**src/rtl/u8u16_pkg.sv**
```systemverilog
package u8u16_pkg;

    // Status codes carried in the result item.
    localparam logic [1:0] ST_INCOMPLETE = 2'd0;
    localparam logic [1:0] ST_COMPLETE   = 2'd1;
    localparam logic [1:0] ST_ERROR      = 2'd2;

    // Lead byte classes: low nibble is the sequence length (zero means illegal),
    // high nibble is the match mask for the second byte.
    localparam logic [7:0] LC_ASCII     = 8'h01;
    localparam logic [7:0] LC_CONT_8X   = 8'h90;
    localparam logic [7:0] LC_CONT_9X   = 8'hA0;
    localparam logic [7:0] LC_CONT_AB   = 8'hC0;
    localparam logic [7:0] LC_ILLEGAL   = 8'h00;
    localparam logic [7:0] LC_LEAD2     = 8'h72;
    localparam logic [7:0] LC_LEAD3_E0  = 8'h43;
    localparam logic [7:0] LC_LEAD3_ED  = 8'h33;
    localparam logic [7:0] LC_LEAD3     = 8'h73;
    localparam logic [7:0] LC_LEAD4_F0  = 8'h64;
    localparam logic [7:0] LC_LEAD4     = 8'h74;
    localparam logic [7:0] LC_LEAD4_F4  = 8'h14;

    // Mask values written on errors, at the start of a sequence and for later continuation bytes.
    localparam logic [7:0] EM_LEAD_FLAG  = 8'h80;
    localparam logic [7:0] EM_LATER_CONT = 8'hF0;
    localparam logic [7:0] EM_BAD_LEAD   = 8'h01;
    localparam logic [7:0] EM_BAD_FOURTH = 8'h04;
    localparam logic [7:0] EM_NONE       = 8'h00;

    localparam logic [20:0] SUPP_BASE     = 21'h10000;
    localparam logic [15:0] HI_SURR_BASE  = 16'hD800;
    localparam logic [15:0] LO_SURR_BASE  = 16'hDC00;

    function automatic logic [7:0] lead_code(input logic [7:0] b);
        logic [7:0] code;
        if (b < 8'h80)       code = LC_ASCII;
        else if (b < 8'h90)  code = LC_CONT_8X;
        else if (b < 8'hA0)  code = LC_CONT_9X;
        else if (b < 8'hC0)  code = LC_CONT_AB;
        else if (b < 8'hC2)  code = LC_ILLEGAL;
        else if (b < 8'hE0)  code = LC_LEAD2;
        else if (b == 8'hE0) code = LC_LEAD3_E0;
        else if (b == 8'hED) code = LC_LEAD3_ED;
        else if (b < 8'hF0)  code = LC_LEAD3;
        else if (b == 8'hF0) code = LC_LEAD4_F0;
        else if (b < 8'hF4)  code = LC_LEAD4;
        else if (b == 8'hF4) code = LC_LEAD4_F4;
        else                 code = LC_ILLEGAL;
        return code;
    endfunction

endpackage

```
**src/rtl/utf8_to_utf16_decoder.sv**
```systemverilog
// The input register holds each accepted byte; the result register holds its decoded
// item and drives m_tvalid. Throughput: one byte per cycle unless m_tready stalls the
// output; the decode sits between the input register and the result register, and the
// sequence state updates as each result is loaded.
// Reset: aresetn is synchronous and active low; it empties both registers and returns
// the decoder to the start of a sequence. The saved sequence bytes are not reset.
module utf8_to_utf16_decoder
    import u8u16_pkg::*;
(
    input  logic        aclk,
    input  logic        aresetn,
    input  logic        s_tvalid,
    output logic        s_tready,
    input  logic [15:0] s_tdata,   // [7:0] data_byte, [8] clear_state, [15:9] zero
    output logic        m_tvalid,
    input  logic        m_tready,
    output logic [63:0] m_tdata    // [1:0] status, [4:2] seq_length, [25:5] code_point,
                                   // [41:26] utf16_first, [57:42] utf16_second,
                                   // [58] is_pair, [59] byte_used, [60] mid_sequence,
                                   // [63:61] zero
);

    // Input register stage.
    logic        in_valid_reg;
    logic [7:0]  in_byte_reg;
    logic        in_clear_reg;

    // Result register stage.
    logic        out_valid_reg;
    logic [60:0] out_data_reg;

    // Sequence state: bytes taken so far, the continuation match mask, and the
    // bytes held until the character completes.
    logic [1:0]  position_reg, position_next;
    logic [7:0]  expect_mask_reg, expect_mask_next;
    logic [7:0]  saved_reg [3];
    logic [7:0]  saved_next [3];

    logic        out_load;

    // Decode results for the byte in the input register.
    logic [1:0]  pos_cur;
    logic [7:0]  lead_m;
    logic [3:0]  seq_n;
    logic [7:0]  match;
    logic [1:0]  status;
    logic [2:0]  seq_len;
    logic [20:0] code;
    logic [20:0] offset;
    logic [15:0] first_unit;
    logic [15:0] second_unit;
    logic        pair;
    logic        used;

    // The result register takes a new item when it is empty or its item is being
    // transferred out in this cycle; the input register follows it.
    assign out_load = in_valid_reg && (!out_valid_reg || m_tready);
    assign s_tready = !in_valid_reg || out_load;

    always_ff @(posedge aclk) begin
        if (!aresetn) begin
            in_valid_reg <= 1'b0;
        end else if (s_tvalid && s_tready) begin
            in_valid_reg <= 1'b1;
        end else if (out_load) begin
            in_valid_reg <= 1'b0;
        end
    end

    always_ff @(posedge aclk) begin
        if (s_tvalid && s_tready) begin
            in_byte_reg  <= s_tdata[7:0];
            in_clear_reg <= s_tdata[8];
        end
    end

    // Byte decode. A clear request drops any open sequence before the byte is
    // looked at. At the start of a sequence the lead class picks ASCII, an
    // illegal byte, or the start of a multibyte run; inside a run the byte must
    // match the mask, otherwise the run is dropped and the byte is handed back.
    always_comb begin
        pos_cur          = in_clear_reg ? 2'd0 : position_reg;
        lead_m           = lead_code(in_byte_reg);
        match            = lead_m & expect_mask_reg;
        seq_n            = expect_mask_reg[3:0];
        position_next    = pos_cur;
        expect_mask_next = expect_mask_reg;
        saved_next       = saved_reg;
        status           = ST_INCOMPLETE;
        seq_len          = 3'd0;
        code             = 21'd0;
        first_unit       = 16'd0;
        second_unit      = 16'd0;
        pair             = 1'b0;
        used             = 1'b0;
        offset           = 21'd0;

        if (pos_cur == 2'd0) begin
            expect_mask_next = lead_m | EM_LEAD_FLAG;
            seq_n            = lead_m[3:0];
            if (seq_n == 4'd0) begin
                status           = ST_ERROR;
                used             = 1'b1;
                expect_mask_next = EM_BAD_LEAD;
            end else if (seq_n == 4'd1) begin
                status     = ST_COMPLETE;
                seq_len    = 3'd1;
                code       = {13'd0, in_byte_reg};
                first_unit = {8'd0, in_byte_reg};
            end else begin
                saved_next[0] = in_byte_reg;
                position_next = 2'd1;
            end
        end else if (match > EM_LEAD_FLAG) begin
            if (pos_cur == 2'd1) begin
                if (seq_n == 4'd2) begin
                    code          = {10'd0, saved_reg[0][4:0], in_byte_reg[5:0]};
                    status        = ST_COMPLETE;
                    seq_len       = 3'd2;
                    first_unit    = code[15:0];
                    position_next = 2'd0;
                end else begin
                    saved_next[1]    = in_byte_reg;
                    expect_mask_next = EM_LATER_CONT | {4'd0, seq_n};
                    position_next    = 2'd2;
                end
            end else if (pos_cur == 2'd2) begin
                if (seq_n == 4'd3) begin
                    code          = {5'd0, saved_reg[0][3:0], saved_reg[1][5:0],
                                     in_byte_reg[5:0]};
                    status        = ST_COMPLETE;
                    seq_len       = 3'd3;
                    first_unit    = code[15:0];
                    position_next = 2'd0;
                end else begin
                    saved_next[2] = in_byte_reg;
                    position_next = 2'd3;
                end
            end else begin
                if (seq_n == 4'd4) begin
                    code        = {saved_reg[0][2:0], saved_reg[1][5:0], saved_reg[2][5:0],
                                   in_byte_reg[5:0]};
                    offset      = code - SUPP_BASE;
                    first_unit  = HI_SURR_BASE + {6'd0, offset[19:10]};
                    second_unit = LO_SURR_BASE + {6'd0, offset[9:0]};
                    status      = ST_COMPLETE;
                    seq_len     = 3'd4;
                    pair        = 1'b1;
                end else begin
                    // A fourth byte without a four-byte lead; unreachable from the
                    // stream, answered as a consumed error.
                    status           = ST_ERROR;
                    used             = 1'b1;
                    expect_mask_next = EM_BAD_FOURTH;
                end
                position_next = 2'd0;
            end
        end else begin
            status           = ST_ERROR;
            expect_mask_next = EM_NONE;
            position_next    = 2'd0;
        end
    end

    // State advances only when the decoded item moves into the result register,
    // so a stalled output never lets a byte be decoded twice.
    always_ff @(posedge aclk) begin
        if (!aresetn) begin
            position_reg    <= 2'd0;
            expect_mask_reg <= 8'd0;
        end else if (out_load) begin
            position_reg    <= position_next;
            expect_mask_reg <= expect_mask_next;
        end
    end

    always_ff @(posedge aclk) begin
        if (out_load) begin
            saved_reg <= saved_next;
        end
    end

    always_ff @(posedge aclk) begin
        if (!aresetn) begin
            out_valid_reg <= 1'b0;
        end else if (out_load) begin
            out_valid_reg <= 1'b1;
        end else if (m_tready) begin
            out_valid_reg <= 1'b0;
        end
    end

    always_ff @(posedge aclk) begin
        if (out_load) begin
            out_data_reg <= {(position_next != 2'd0), used, pair, second_unit, first_unit,
                             code, seq_len, status};
        end
    end

    assign m_tvalid = out_valid_reg;
    assign m_tdata  = {3'd0, out_data_reg};

    // A shown result is self-consistent: a pair only for four-byte characters, an open
    // sequence only while the status is incomplete, a length only when it is complete.
    assert property (@(posedge aclk) disable iff (!aresetn)
        out_valid_reg && out_data_reg[58] |-> out_data_reg[4:2] == 3'd4)
        else $error("surrogate pair without a four-byte length");

    assert property (@(posedge aclk) disable iff (!aresetn)
        out_valid_reg && out_data_reg[60] |-> out_data_reg[1:0] == ST_INCOMPLETE)
        else $error("open sequence reported with a final status");

    assert property (@(posedge aclk) disable iff (!aresetn)
        out_valid_reg && out_data_reg[1:0] != ST_COMPLETE |-> out_data_reg[4:2] == 3'd0)
        else $error("length reported without a completed character");

    // After a result that closes a sequence, the decoder is back at the start.
    assert property (@(posedge aclk) disable iff (!aresetn)
        out_load && position_next == 2'd0 |=> position_reg == 2'd0)
        else $error("position not returned to start");

    // The result register is never overwritten while its item waits.
    assert property (@(posedge aclk) disable iff (!aresetn)
        out_valid_reg && !m_tready |=> out_valid_reg && $stable(out_data_reg))
        else $error("waiting result lost");

endmodule
```
**config.mk**
```make
export PLATFORM = sky130hd
export DESIGN_NAME = utf8_to_utf16_decoder
export DESIGN_NICKNAME = d
export VERILOG_FILES = /design/src/rtl/u8u16_pkg.sv /design/src/rtl/utf8_to_utf16_decoder.sv
export SDC_FILE = /design/constraint.sdc
export NUM_CORES = 1
export LEC_CHECK = 0
export BUFFER_PORTS_ARGS = -buffer_cell sky130_fd_sc_hd__buf_2
export CAP_MARGIN = 20
export CORE_UTILIZATION = 49
export DETAILED_ROUTE_END_ITERATION = 10
export PLACE_DENSITY_LB_ADDON = 0.15
export SYNTH_ARGS = -nofsm -noshare
export SYNTH_HDL_FRONTEND = slang
export SYNTH_SLANG_ARGS = --single-unit
export TNS_END_PERCENT = 30
```
**constraint.sdc**
```tcl
create_clock -name aclk -period 3.48 [get_ports aclk]
set_input_delay 0.696 -clock aclk [delete_from_list [all_inputs] [get_ports aclk]]
set_output_delay 0.696 -clock aclk [all_outputs]
set_load 0.01 [all_outputs]
```
# Yosys cells after proc, flatten, opt, wreduce, memory -nomap -nowiden
# Cells that the tools add are included.
[word_totals] reg_bits=99 latchBits=0 mem_bits_rw=0 romBits=0 in_bits=20 output_inout_bits=66 elab_cells=143 memories=0
[classes] addsub=3 multipliers=0 div_mod_pow=0 order_cmp=9 eq_ne=16 n_shift=0 mux=75 bitwise_logic=9 reduce_logical=18
[ops] cell="8-bit 2-to-1 mux" n=15
[ops] cell="16-bit 2-to-1 mux" n=7
[ops] cell="21-bit 2-to-1 mux" n=5
[ops] cell="8-bit less-than comparator (second input constant)" n=8
[ops] cell="7-bit 2-to-1 mux" n=7
[ops] cell="2-bit 2-to-1 mux" n=17
[ops] cell="15-bit by 11-bit adder with 16-bit output (first input constant)" n=2
[ops] cell="8-bit equality test (second input constant)" n=4
[ops] cell="11-bit 2-to-1 mux" n=2
[ops] cell="20-bit by 17-bit subtractor with 20-bit output (second input constant)" n=1
[ops] cell="1-bit 2-to-1 mux" n=16
[ops] cell="3-bit 2-to-1 mux" n=5
[ops] cell="4-bit inequality test (second input constant)" n=3
[ops] cell="4-bit AND reduction" n=3
[ops] cell="3-bit inequality test (second input constant)" n=3
[ops] cell="8-bit bitwise AND" n=1
[ops] cell="4-bit by 2-bit equality test with 1-bit output (second input constant)" n=2
[ops] cell="8-bit > comparator (second input constant)" n=1
[ops] cell="1-bit inverter" n=8
[ops] cell="6-bit AND reduction" n=1
[ops] cell="2-bit nonzero test" n=3
[ops] cell="5-bit 2-to-1 mux" n=1
[ops] cell="5-bit AND reduction" n=1
[ops] cell="5-bit OR reduction" n=1
[ops] cell="10 further kinds" n=13

# Depth between registers and ports, before layout
[depth] word_depth=18 mapped_depth=9 depth_no_buf=8

# Worst setup path after synthesis
# Ideal clock, no wire load.
[synth_timing] path_kind="input-to-reg" from="input m_tready" to="register saved_reg[0] (netlist bit), enable pin" setup_time_ns=0.323 arrival_ns=3.342 t_required_ns=3.157 path_slack_ns=-0.185 cell_stages=6 path_buffers=2 path_cell_list="nor2b_1 > nand2b_1 > clkbuf_1 > inv_1 > clkbuf_1 > and3_1"
[synth_via] elab_chain_len=3
[synth_lines] element="start: declaration" line="utf8_to_utf16_decoder.sv:16" source="input logic m_tready,"
[synth_lines] element="1-bit logical OR" line="utf8_to_utf16_decoder.sv:57" source="assign out_load = in_valid_reg && (!out_valid_reg || m_tready);"
[synth_lines] element="1-bit logical AND" line="utf8_to_utf16_decoder.sv:57"
[synth_lines] element="net out_load" line="utf8_to_utf16_decoder.sv:39" source="logic out_load;"
[synth_lines] element="6-bit AND reduction (no line)"
[synth_lines] element="end signal: assignment" line="utf8_to_utf16_decoder.sv:179" source="saved_reg <= saved_next;"
[synth_lines] element="end: declaration" line="utf8_to_utf16_decoder.sv:36" source="logic [7:0] saved_reg [3];"
# The timed path passes the listed nets, and every way through them passes these cells.
# A chain may end at the register's enable or synchronous reset.

# Worst setup path after layout
[layout_timing] from="register in_byte_reg[4]" to="register out_data_reg[8], data pin"
[layout_via] elab_chain_len=17 elab_cells_between_ends=32 classes_between="order compare (9); eq/ne (5); mux (16); bitwise (1); reduce/logical (1)"
[layout_lines] element="start: declaration" line="utf8_to_utf16_decoder.sv:25" source="logic [7:0] in_byte_reg;"
[layout_lines] element="start signal: assignment" line="utf8_to_utf16_decoder.sv:72" source="in_byte_reg <= s_tdata[7:0];"
[layout_lines] element="branches (longest 12 deep; another with 8-bit less-than comparator)"
[layout_lines] element="8-bit 2-to-1 mux (*)" line="u8u16_pkg.sv:36" source="if (b < 8'h80) code = LC_ASCII;"
[layout_lines] element="8-bit bitwise AND or 4-bit by 1-bit equality test with 1-bit output (tied branches)" line="utf8_to_utf16_decoder.sv:84, utf8_to_utf16_decoder.sv:105"
[layout_lines] element="8-bit > comparator or 8-bit 2-to-1 mux (tied branches)" line="utf8_to_utf16_decoder.sv:114, utf8_to_utf16_decoder.sv:105"
[layout_lines] element="21-bit 2-to-1 mux or 8-bit 2-to-1 mux (tied branches)" line="utf8_to_utf16_decoder.sv:114, utf8_to_utf16_decoder.sv:101"
[layout_lines] element="21-bit 2-to-1 mux (*)" line="utf8_to_utf16_decoder.sv:98" source="if (pos_cur == 2'd0) begin"
[layout_lines] element="net code[3]" line="utf8_to_utf16_decoder.sv:48" source="logic [20:0] code;"
[layout_lines] element="end signal: assignment" line="utf8_to_utf16_decoder.sv:195" source="out_data_reg <= {(position_next != 2'd0), used, pair, second_unit, first_unit,"
[layout_lines] element="end: declaration" line="utf8_to_utf16_decoder.sv:30" source="logic [60:0] out_data_reg;"
# Mark *: on every way through the listed nets, which the timed path passes.

==> out/metrics.cfg <==
[sta]
rsz0062_at_grt = false
relSlewSlack = 0.571
period_minus_slack_ns = 2.95
fin_hold_ws_ns = 0.504
period_share = 0.847
slew_violations = 0
finalSetupViolCount = 0
fmax_ghz = 0.339
fin_tns_setup_ns = 0
clock_skew_ns = 0.0126
worst_pin_slew_ns = 0.641
hold_viol = 0

[final_layout]
nFillCells = 693
final_cell_count_no_fill = 533
area_growth_pct = 16.0
drive_gt1_frac = 0.287
largest_reg_flops = 55
nNetsFinal = 448
n_antenna_cell = 0
fin_area_mm2 = 0.00488

[worst_setup_path]
path_max_fanout = 17
required_ns = 3.58
cp-start-kind = flip-flop
cp-end-kind = flip-flop
arrival_ns = 3.05
critPathKind = flip-flop to flip-flop
rrSetupSlack_ns = 0.53

[power_and_ir_drop]
ir_worst_vdd_uv = 256
p_leak_nw = 1.80
powerDensity_mw_per_mm2 = 458

[logic_synthesis]
async_flop_share = 0
synth_flop_cell = edfxtp_1
yosys.area.top_type = edfxtp_1
syn_avg_cell_area_um2 = 12.2
synth_edf_count = 81
syn_inst = 346
synth_top_area_share = 0.578
yosys_warnings = 0
ys_types = 55
synth-seq-cells = 92
synth_area_leaders = edfxtp_1 58%, dfxtp_1 5.2%, nand2_1 3.7%
seq_area_frac_synth = 0.630
syn-cell-area_mm2 = 0.00421

[cts]
cts_buffers = 9
path_clk_slew_ns = 0.10
postCtsSetupBuffers = 0
clock_path_buffers = 2
h-tree-depth = 3
clk-insertion-delay-late_ns = 0.36
cts-root-buf = clkbuf_8
cts_tree = built
cts_resized = 0
ctsHoldBuffers = 0
clock-sinks = 92

[global_route]
grt_antenna_before_repair = 0
grt_max_degree = 34
grt_pass1_wl_mm = 13.7
grt_pass1_vias = 2745
grt_use_total = 0.204
overflow = 0

[floorplan]
fp.dieH_um = 94.7
die_w_um = 94.7
rows = 33
core-area_mm2 = 0.00826
initial_core_util = 0.510
die_area_mm2 = 0.00896
ios = 86

[placement]
port_buffers = 74
place_congestion = 0.879
dpl.cell_count = 516
place_area_mm2 = 0.00467
hpwl_mm = 6.34

[drt]
via_per_inst = 5.61
drt_iter0_markers = 149
first_pass_iters = 5
routedWlPerCell_um = 16.5
wl_mm = 8.77
vias = 2992
drtAntennaViolNets = 0
drc_errors = 0

[run_status]
status = finished clean

[min_path]
worstHoldPathType = input port to flip-flop

[run]
cap_violations = 0

[metal layers]
| layer | GRT usage | routed length, um | vias up |
|---|---|---|---|
| met3 | 0.0266 | 538 | 19 |
| met2 | 0.317 | 4080 | 129 |
| met5 | 0 | 0 | - |
| li1 | - | - | 1433 |
| met4 | 0.0934 | 201 | 0 |
| met1 | 0.285 | 3960 | 1411 |
[worst max-delay path, cell delays in order, from the launching register on]
cell,delay (ns)
edfxtp_1,0.64
nor4_2,0.36
a221oi_1,0.17
a211o_1,0.34
or4_1,0.59
buf_4,0.21
a31oi_4,0.29
nor2_1,0.09
[through the flow]
stage	setup slack [ns]	utilization	total power, W
global placement	0.487	0.566	0.00151
global route	0.390	0.591	0.00230
detailed placement	0.446	0.566	0.00152
CTS	0.431	0.591	0.00224
floorplan	0.600	-	0.00144
finish	0.533	0.591	0.00224
[synthesized netlist by cell type (3+ instances only)]
cell,number
a21oi_1,23
a221oi_1,4
a31oi_1,4
a32o_1,6
and2_1,10
and3_1,7
buf_4,11
clkbuf_1,11
dfxtp_1,11
edfxtp_1,81
ha_1,5
inv_1,9
nand2_1,42
nand2b_1,3
nand3_1,4
nand4_1,3
nor2_1,21
nor2b_1,11
nor3_1,9
nor3b_1,3
nor4_2,3
o21ai_0,13
o221a_1,3
or2_2,4
[power by group]
part / leakage, nW / internal, W / switching [W]
clock network: 0.107 / 0.000343 / 0.000399
logic: 0.855 / 0.0000807 / 0.000134
registers: 0.841 / 0.00125 / 0.0000300
[cells in the final DEF (no fill, tap or decap), types with 3 or more instances in the layout]
master | netlist | routed
nor3_1 | 9 | 9
or2_2 | 4 | 4
nor2b_1 | 11 | 11
dfxtp_1 | 11 | 11
buf_2 | 2 | 74
edfxtp_1 | 81 | 81
ha_1 | 5 | 5
nor3b_1 | 3 | 3
nor4_2 | 3 | 3
inv_1 | 9 | 8
a21oi_1 | 23 | 23
nand2_1 | 42 | 42
o221a_1 | 3 | 3
clkbuf_8 | 0 | 9
buf_4 | 11 | 14
nor2_1 | 21 | 21
a32o_1 | 6 | 6
conb_1 | 1 | 4
nand3_1 | 4 | 4
and3_1 | 7 | 7
a221oi_1 | 4 | 4
inv_6 | 0 | 3
o21ai_0 | 13 | 13
a31oi_1 | 4 | 4
and2_1 | 10 | 10
nand2b_1 | 3 | 3
nand4_1 | 3 | 3
[path summary, 6_finish.rpt]
path / startpoint / endpoint / depth (start not counted)
max reg2reg: in_byte_reg[4] / out_data_reg[8] / 7
min: s_tdata[5] / in_byte_reg[5] / 1
max: in_byte_reg[4] / out_data_reg[8] / 7
min reg2reg: in_valid_reg / m_tvalid / 1
[logic make-up (layout without fill, tap and decap cells)]
group           Yosys count  in the layout  share of synthesized area
compound gates           77             77                      0.133
xor+xnor                  2              2                    0.00416
fa+ha+maj                 5              5                     0.0149
buf+inv                  36            115                     0.0461
flops                    92             92                      0.630
mux                       1              1                    0.00238
other cells               1              4                   0.000891
simple gates            132            132                      0.169
[cell type report]
cell class / count / area (um2) / area share
flip-flops and latches: 92 / 2650 / 0.543
multi-input cells: 221 / 1370 / 0.281
repair buffers: 89 / 480 / 0.0984
well taps: 105 / 131 / 0.0269
clock buffers: 9 / 124 / 0.0254
clock inverters: 7 / 82.6 / 0.0169
inverters: 10 / 37.5 / 0.00769
Power figures use the tool's default switching activity.
